## config.mk

```make
export PLATFORM = sky130hd
export DESIGN_NAME = msf_col_ctrl
export DESIGN_NICKNAME = d
export VERILOG_FILES = /design/src/hdl/msf_pkg.sv /design/src/hdl/msf_col_ctrl.sv
export SDC_FILE = /design/constraint.sdc
export NUM_CORES = 1
export LEC_CHECK = 0
export ABC_AREA = 1
export BUFFER_PORTS_ARGS = -buffer_cell sky130_fd_sc_hd__clkbuf_2
export CORE_MARGIN = 4
export CORE_UTILIZATION = 55
export CTS_BUF_LIST = sky130_fd_sc_hd__clkbuf_8
export CTS_CLUSTER_SIZE = 28
export DETAILED_ROUTE_END_ITERATION = 8
export HOLD_SLACK_MARGIN = 0.05
export PLACE_DENSITY = 0.91
export REMOVE_ABC_BUFFERS = 1
export SYNTH_ARGS = -nofsm -noshare
export SYNTH_HDL_FRONTEND = slang
export SYNTH_SLANG_ARGS = --single-unit
```

## constraint.sdc

```tcl
create_clock -name clk -period 2.8 [get_ports clk]
set_input_delay 0 -clock clk [delete_from_list [all_inputs] [get_ports clk]]
set_output_delay 0 -clock clk [all_outputs]
set_load 0.01 [all_outputs]
```

## src/hdl/msf_pkg.sv

```systemverilog
// ----------------------------------------------------------------------------
// msf_pkg
// Shared constants and types for the maximal square finder.
// ----------------------------------------------------------------------------
package msf_pkg;

	localparam int MAX_WIDTH_DEF = 1024;

	localparam int CFG_W  = 11;
	localparam int SIDE_W = 11;
	localparam int AREA_W = 21;

	localparam logic [CFG_W-1:0] WIDTH_RESET = 11'd1024;

	// position flags of one pixel word, decided when the word is accepted
	typedef struct packed {
		logic pixel;
		logic last;
		logic first_row;
		logic wrap;
	} msf_pos_t;

endpackage

```

## src/hdl/msf_col_ctrl.sv

```systemverilog
// ----------------------------------------------------------------------------
// msf_col_ctrl
// Column counter and first-row flag; flags each accepted pixel word.
// ----------------------------------------------------------------------------
module msf_col_ctrl
	import msf_pkg::*;
#(
	parameter int MAX_WIDTH = MAX_WIDTH_DEF,
	parameter int CW        = 10,
	parameter int SW        = 11
) (
	input  logic             clk,
	input  logic             arst_n,
	input  logic             advance,
	input  logic             pixel,
	input  logic             frame_end,
	input  logic [CFG_W-1:0] image_width,
	output logic [CW-1:0]    col,
	output msf_pos_t         pos
);

	logic [CW-1:0] col_q;
	logic          first_row_q;
	logic [SW-1:0] act_w;
	logic [SW-1:0] col_inc;

	// zero acts as one, anything above the maximum acts as the maximum
	always_comb begin
		if (image_width == '0) begin
			act_w = SW'(1);
		end else if (32'(image_width) > MAX_WIDTH) begin
			act_w = SW'(MAX_WIDTH);
		end else begin
			act_w = SW'(image_width);
		end
	end

	assign col_inc = SW'(col_q) + SW'(1);

	assign col           = col_q;
	assign pos.pixel     = pixel;
	assign pos.last      = frame_end;
	assign pos.first_row = first_row_q;
	assign pos.wrap      = (col_inc >= act_w);

	always_ff @(posedge clk or negedge arst_n) begin
		if (!arst_n) begin
			col_q       <= '0;
			first_row_q <= 1'b1;
		end else if (advance) begin
			if (frame_end) begin
				col_q       <= '0;
				first_row_q <= 1'b1;
			end else if (pos.wrap) begin
				col_q       <= '0;
				first_row_q <= 1'b0;
			end else begin
				col_q <= col_q + CW'(1);
			end
		end
	end

endmodule

```

# Yosys cells after proc, flatten, opt, wreduce, memory -nomap -nowiden
# Index checks and enable logic that the tools add are counted.
# word_totals
reg_bits	11
output_inout_bits	14
elab_cells	15
# classes
addsub	2
magnitude_cmp	2
n_mux	6
n_reduce_logical	3
# ops
cell	n
$mux W11	2
$mux W10	2
$add A10 B1 Y11 const B	1
$ge A11 B11 Y1	1
$gt A11 B11 Y1 const B	1
$logic_not A11 Y1	1
$add A10 B1 Y10 const B	1
$mux W1	2
$reduce_and A2 Y1	1
$reduce_bool A2 Y1	1

# Depth between registers and ports, before layout
# Gate-level depths: netlist of run 1.
# logic_depth
depth_word	6
mapped_depth	17
depth_no_buf	17

# Worst setup path after synthesis of run 1
# Ideal clock, no wire load.
# synth_timing
path_kind	reg-to-reg
start	reg col_q[0] (netlist: col[0])
end	reg col_q[0] (netlist: col[0])
arrival_ns	2.036
required_ns	2.734
setup_slack_ns	0.698
stages_incl_launch_ff	17
n_path_buf	0
period_less_slack_ns	2.102
cell_sequence	dfrtp_1 ha_1 nand3_2 nor2_2 nand3_1 nand2_1 inv_1 ha_1 nand2_1 inv_1 nand2_1 nand2_1 nand2_1 nand3_1 nor2_4 nand3_1 nand2_1
# synth_via
elab_chain_len	4
# synth_lines
item	line_no	source
start, declared	msf_col_ctrl.sv:22	logic [CW-1:0] col_q;
start signal, assigned	msf_col_ctrl.sv:58	col_q <= col_q + CW'(1);
$add A10 B1 Y11	msf_col_ctrl.sv:38	assign col_inc = SW'(col_q) + SW'(1);
$ge A11 B11 Y1	msf_col_ctrl.sv:44	assign pos.wrap = (col_inc >= act_w);
$mux W10 *	msf_col_ctrl.sv:54	end else if (pos.wrap) begin
$mux W10 *	msf_col_ctrl.sv:51	if (frame_end) begin
# Mark *: on every way between the ends. The rest lies on a longest branch, timed or not.
# A chain may end at the register's enable or synchronous reset.

# Final worst setup path of run 1
# layout_timing
start	reg col_q[1] (netlist: col[1])
end	reg col_q[8] (netlist: col[8])
# Same word-level chain as after synthesis.

==> results.md, run 1 <==
- Diode count: 0
- Total CTS buffers: 3
- Compound-Gate Fraction of Synth Area: 1.28%
- Yosys cell types: 20
- Final Hold Viols: 0
- Setup TNS: 0 ns
- CP Data Arrival Time: 2.60 ns
- Worst setup EP type: flop
- Final Skew: 0.000496 ns
- Global route overflow: 0
- Ports: 30
- Leakage power: 0.912 nW
- Wirelength per Cell: 11.6 microns
- Synth async-reset ratio: 100%
- Worst Path Max Fanout: 10
- FP Rows: 16
- Antenna violations before repair: 0
- RSZ-0062 raised after global routing: false
- Worst EP required: 2.98 ns
- Clk_lat worst skew: 0.24 ns
- Setup crit start: col[1]
- Syn-to-layout area delta: 28.3%
- Final setup fails: 0
- Seq/Total Area, Yosys: 23.5%
- Post-synthesis simple-gate area fraction: 47.9%
- Avg Synthesized Cell Area: 6.06 sq um
- Power Dens Cells: 331 nW/um^2
- Multiplexer share of the synthesized area: 0%
- Critical path type: flop to flop
- Max VDD drop: 0.000350 V
- Port Buffer Count: 27
- FF+latch count, synth: 11
- Vias in the first global route: 1089
- Worst path max stage delay: 0.44 ns
- CP max stage cell: dfrtp_1
- Post-route ant nets: 0
- Via count: 1304
- Cell family with most CP delay: simple AND/OR/NAND/NOR gates
- Area of the core: 2000 sq um
- Htree depth: 1
- Pre-antenna DRT Iters: 5
- Yosys warns: 0
- Final #Nets: 260
- Max Slew Vio Count: 0
- Outcome: finished clean
- GRT Total Usage: 21.6%
- Main combinational cell family by area after synthesis: simple AND/OR/NAND/NOR gates
- Largest net degree at the start of global routing: 20
- HP Class: primary input to flop
- Cell mode on critical path: nand2_1
- EDFF count, synth: 0
- Drt total wl: 2980 microns
- Pre-CTS setup slack: 0.499 ns
- Die Area: 2940 sq um
- Initial core utilization: 58.7%
- MaxCap Viol Count: 0
- Worst path cell trace: buf_6 -> nand2_2 -> nor2_4 -> nand4_1 -> nand2_2 -> inv_1 -> ha_1 -> nand2_1 -> inv_1 -> nand2_1 -> nand2_1 -> nand2_1 -> nand3_1 -> nor2_4 -> nand3_1 -> nand2_1
- Min Tclk post-route: 2.42 ns
- Share of cells above drive strength 1: 26.0%
- CP startpoint kind: flop
- Worst Hold Slack: 0.0341 ns
- Sink Count: 11
- Slew HR: 80.0%
- CTS tree: yes
- Synth Area in XOR/XNOR: 1.49%
- Clock slew at reported path FFs: 0.05 ns
- GP Congestion: 0.845
- Post-DP HPWL: 2090 microns
- Die span in x: 54.2 microns
- Top_reg_cell synth: dfrtp_1
- Min-Delay Startpoint: advance
- Die H: 54.2 microns
- 1st-iter DRT viols: 35
- Global-route wire length before repair: 4640 microns
- Max Clk Rate: 413 MHz
- Worst-Margin Slew: 0.298 ns
- Clk buf depth: 2
- Bufs and invs on worst path: 3
- Period utilisation layout: 86.4%
- Adder-cell share of the synthesized area: 12.8%
- Syn Inst Count: 194
- Setup WS post-layout: 0.381 ns
- Area of the mapped netlist: 1180 sq um
- FF-to-FF Start: col[1]
- CTS Root Cell: clkbuf_8
- Vias per cell: 5.05
- Residual DRC count: 0
-- report_power, final --
group | switching (mW) | internal [mW]
Sequential | 0.0126 | 0.169
Combinational | 0.0886 | 0.0717
Clock | 0.0612 | 0.0964
Total | 0.162 | 0.337
-- cells in the final DEF (no fill, tap or decap), types with 3 or more instances in the layout --
| master | Yosys | routed |
|---|---|---|
| a21oi_1 | 3 | 3 |
| buf_4 | 3 | 5 |
| clkbuf_2 | 0 | 27 |
| clkbuf_8 | 0 | 3 |
| dfrtp_1 | 10 | 9 |
| dlygate4sd3_1 | 0 | 4 |
| ha_1 | 12 | 10 |
| inv_1 | 31 | 31 |
| inv_2 | 2 | 3 |
| nand2_1 | 73 | 69 |
| nand2_2 | 3 | 7 |
| nand3_1 | 22 | 22 |
| nor2_1 | 20 | 17 |
| nor2_2 | 1 | 3 |
| nor2_4 | 3 | 4 |
-- synthesized netlist by cell type (3+ instances only) --
cell	count	share of area, %
nor2_1	20	6.4
dfrtp_1	10	21
nand3_1	22	9.4
nor2_4	3	2.9
a21oi_1	3	1.3
nand2_2	3	1.6
inv_1	31	9.9
ha_1	12	13
nand2_1	73	23
buf_4	3	1.9
-- per-stage QoR --
| stage | total power, mW | instance area (sq um) | cells | utilization (%) |
|---|---|---|---|---|
| 2_1_floorplan | 0.263 | 1150 | 190 | - |
| 3_3_place_gp | 0.306 | 1320 | 244 | 65.9 |
| 3_5_place_dp | 0.308 | 1320 | 244 | 65.9 |
| 4_1_cts | 0.473 | 1410 | 253 | 70.6 |
| 5_1_grt | 0.537 | 1510 | 258 | 75.4 |
| 6_report | 0.500 | 1510 | 258 | 75.4 |
-- sequential cells by signal (all words and copies together) (netlist names) --
register     flops
first_row_q      1
col             10
-- layout make-up --
cell class	instances	area, sq um
clock inverter	1	3.75
fill	176	493
multi-input combinational	145	801
sequential	11	278
inverter	34	128
timing repair buffer	37	224
clock buffer	3	41.3
tap	27	33.8
-- cell families after synthesis --
| group | count (synthesis) |
|---|---|
| AOI/OAI and AO/OA | 3 |
| xor gates and xnor gates | 2 |
| adders and majority gates | 12 |
| buffers and inverters | 38 |
| DFF | 11 |
| and+or+nand+nor | 128 |
-- timing repair --
item / in CTS / in global routing
setup buffers: 0 / 6
hold buffers: 5 / 0
gates resized for setup: 0 / 15
setup endpoints to repair: 0 / 1
endpoints found under the hold margin: 13 / 0
-- worst reg2reg max path: cells and delay by family (launching register included) --
kind          cells  cell delay, ns
simple gates     12            1.42
buf+inv           3            0.24
flops             1            0.44
fa+ha+maj         1            0.28
-- path summary, 6_finish.rpt --
| check | endpoint | slack, ns | depth (start not counted) |
|---|---|---|---|
| max | col[8] | 0.38 | 16 |
| min in group asynchronous | col[3] | 0.17 | 2 |
| min reg2reg | first_row_q | 0.47 | 2 |
| max in group asynchronous | first_row_q | 2.36 | 2 |
| min | first_row_q | 0.03 | 4 |
| max reg2reg | col[8] | 0.38 | 16 |
-- metal layers --
metal	vias to the layer above	wire length, microns	global-route usage [%]
met2	46	1550	37.1
li1	669	-	-
met4	0	19	1.24
met3	4	178	5.72
met1	585	1240	28.3
met5	-	0	0
Note: power is estimated with default switching activity, not from simulation.
==> run 2, diff against run 1 <==
--- a/config.mk
+++ b/config.mk
@@ -8,12 +8,12 @@
 export ABC_AREA = 1
 export BUFFER_PORTS_ARGS = -buffer_cell sky130_fd_sc_hd__clkbuf_2
 export CORE_MARGIN = 4
-export CORE_UTILIZATION = 55
+export CORE_UTILIZATION = 59
 export CTS_BUF_LIST = sky130_fd_sc_hd__clkbuf_8
 export CTS_CLUSTER_SIZE = 28
 export DETAILED_ROUTE_END_ITERATION = 8
 export HOLD_SLACK_MARGIN = 0.05
-export PLACE_DENSITY = 0.91
+export PLACE_DENSITY = 0.95
 export REMOVE_ABC_BUFFERS = 1
 export SYNTH_ARGS = -nofsm -noshare
 export SYNTH_HDL_FRONTEND = slang
==> constraint.sdc (replaced) <==
create_clock -name clk -period 2.85 [get_ports clk]
set_input_delay 0 -clock clk [delete_from_list [all_inputs] [get_ports clk]]
set_output_delay 0 -clock clk [all_outputs]
set_load 0.01 [all_outputs]
==> results.md, run 2 (synthesis gave the netlist of run 1 again) <==
- Global route overflow: 0 (unchanged)
- HP Class: primary input to flop
- GP Congestion: 0.913 (+8.1%)
- Power share of the clock group: 31.9% (+0.4 points)
- 1st-iter DRT viols: 54 (+54%)
- FF-to-FF Start: col[1]
- Max VDD drop: 0.000352 V (+0.45%)
- CP Capture Point: first_row_q
- Gate power share: 30.9% (-1.2 points)
- Internal power: 328 uW (-2.9%)
- Syn-to-layout area delta: 23.9%
- Min Tclk post-route: 2.81 ns (+0.391 ns)
- GRT Total Usage: 23.8% (+2.2 points)
- Critical path type: flop to flop
- Period utilisation layout: 98.6% (+12 points)
- Power Dens Cells: 335 nW/um^2 (+1.1%)
- Residual DRC count: 0 (unchanged)
- Antenna violations before repair: 0 (unchanged)
- Via count: 1321 (+1.3%)
- Final Hold Viols: 0 (unchanged)
- Leakage power: 0.890 nW (-2.4%)
- Worst Hold Slack: 0.175 ns (+0.141 ns)
- CTS Root Cell: clkbuf_8
- Die Area: 2770 sq um (-5.8%)
- Worst Path Max Fanout: 7 (-3)
- Vias in the first global route: 1145 (+5.1%)
- Area of the core: 1800 sq um (-10%)
- Initial core utilization: 65.3% (+6.5 points)
- Commonest cells after routing, fill and taps aside: 73 x nand2_1, 32 x inv_1, 27 x clkbuf_2
- Clk_lat worst skew: 0.24 ns (about the same)
- Number of flip-flops in the largest register: 10 (unchanged)
- Met3 capacity usage during global routing: 1.71% (-4.0 points)
- Outcome: finished clean
- Post-DP HPWL: 2200 microns (+5.4%)
- FP Rows: 15 (-1)
- Min-Delay Startpoint: advance
- Pre-CTS setup slack: 0.540 ns (+0.0406 ns)
- CTS tree: yes
- Die span in x: 52.6 microns (-2.9%)
- GR peak layer: met2
- Final core occ: 80.9% (+5.5 points)
- Share of cells above drive strength 1: 21.5% (-4.5 points)
- Reg2Reg Depth: 17 (+1)
- Diode count: 0 (unchanged)
- R2r setup slk: 0.04 ns (-0.34 ns)
- Die H: 52.6 microns (-2.9%)
- Post-route ant nets: 0 (unchanged)
- Ports: 30 (unchanged)
- Port Buffer Count: 27 (unchanged)
- Sequential share of power: 37.2% (+0.8 points)
- Switching share of power: 32.9% (+0.40 points)
- Drt total wl: 3130 microns (+5.1%)
- Pre-antenna DRT Iters: 5 (unchanged)
- Slew HR: 78.8% (-1.2 points)
- Setup WS post-layout: 0.0405 ns (-0.341 ns)
- Max Clk Rate: 356 MHz (-14%)
- M1 GR Usage: 31.8% (+3.5 points)
- Global-route wire length before repair: 5010 microns (+8.0%)
- Largest net degree at the start of global routing: 20 (unchanged)
- Clk buf depth: 2 (unchanged)
- Clock slew at reported path FFs: 0.05 ns (about the same)
- Worst setup EP type: flop
- CP startpoint kind: flop
- Total CTS buffers: 3 (unchanged)
- Final Skew: 0.00310 ns (+0.00261 ns)
- Worst EP required: 3.02 ns (+0.04 ns)
- Htree depth: 1 (unchanged)
- Setup crit start: col[1]
- Met2 global-route usage: 41.3% (+4.3 points)
- P_sw: 161 uW (-1.1%)
- Wirelength per Cell: 12.4 microns (+7.2%)
- Max Slew Vio Count: 0 (unchanged)
- Vias per cell: 5.22 (+3.3%)
- Final #Nets: 257 (-1.2%)
- Worst-Margin Slew: 0.318 ns (+0.0200 ns)
- Final setup fails: 0 (unchanged)
- CP Data Arrival Time: 2.98 ns (+0.38 ns)
- Most common cell after layout, fill and taps aside: nand2_1
- R2r endpoint: first_row_q
- Sink Count: 11 (unchanged)
- MaxCap Viol Count: 0 (unchanged)
-- run 2: timing repair --
action	4_1_cts	5_1_grt
hold buffers	5	0
endpoints found under the hold margin	13	0
resized for setup	0	8
buffers inserted	0	2
endpoints found under the setup margin	0	1
-- run 2: how the worst min path moves through the flow --
stage / to / cells past startpoint
after global routing: col[7] / 2
after detailed placement: col[7] / 1
after floorplan: col[0] / 0
after CTS: col[1] / 5
after global placement: col[7] / 1
final: col[1] / 5
-- run 2: layer usage --
layer | vias to the layer above | wire length [microns]
li1 | 665 | -
met1 | 576 | 1330
met2 | 75 | 1530
met3 | 5 | 242
met4 | 0 | 34
met5 | - | 0
-- run 2: final cells by class --
| class | instances | area (sq um) |
|---|---|---|
| clock inverter | 1 | 3.75 |
| sequential | 11 | 280 |
| clock buffer | 3 | 41.3 |
| fill | 127 | 344 |
| tap | 25 | 31.3 |
| timing repair buffer | 34 | 200 |
| inverter | 34 | 128 |
| multi-input combinational | 145 | 773 |
-- run 2: per-stage QoR --
stage / cells / power [mW] / TNS (ns) / instance area (sq um)
floorplan: 190 / 0.258 / 0 / 1150
global placement: 242 / 0.299 / 0 / 1320
global route: 253 / 0.523 / -0.166 / 1460
finish: 253 / 0.488 / 0 / 1460
CTS: 251 / 0.467 / 0 / 1410
detailed placement: 242 / 0.303 / 0 / 1320
-- run 2: worst max-delay path, stage by stage (launching register included) --
cell	delay [ns]
dfrtp_2	0.42
buf_4	0.13
nand2_2	0.08
nor2_4	0.18
nand4_1	0.11
nand2_1	0.11
inv_1	0.05
ha_1	0.26
nand2_1	0.08
nor2_1	0.20
nand2_1	0.11
nor2_1	0.13
nor2_1	0.06
nand3_1	0.10
nand2_1	0.06
nand2_1	0.05
nand2_1	0.04
dlygate4sd3_1	0.55
-- run 2: power by group through the flow --
stage / sequential [mW] / combinational (mW) / clock, mW
2_1_floorplan: 0.182 / 0.0764 / 0
3_3_place_gp: 0.179 / 0.120 / 0
3_5_place_dp: 0.180 / 0.123 / 0
4_1_cts: 0.177 / 0.133 / 0.156
5_1_grt: 0.183 / 0.170 / 0.171
6_report: 0.182 / 0.151 / 0.156
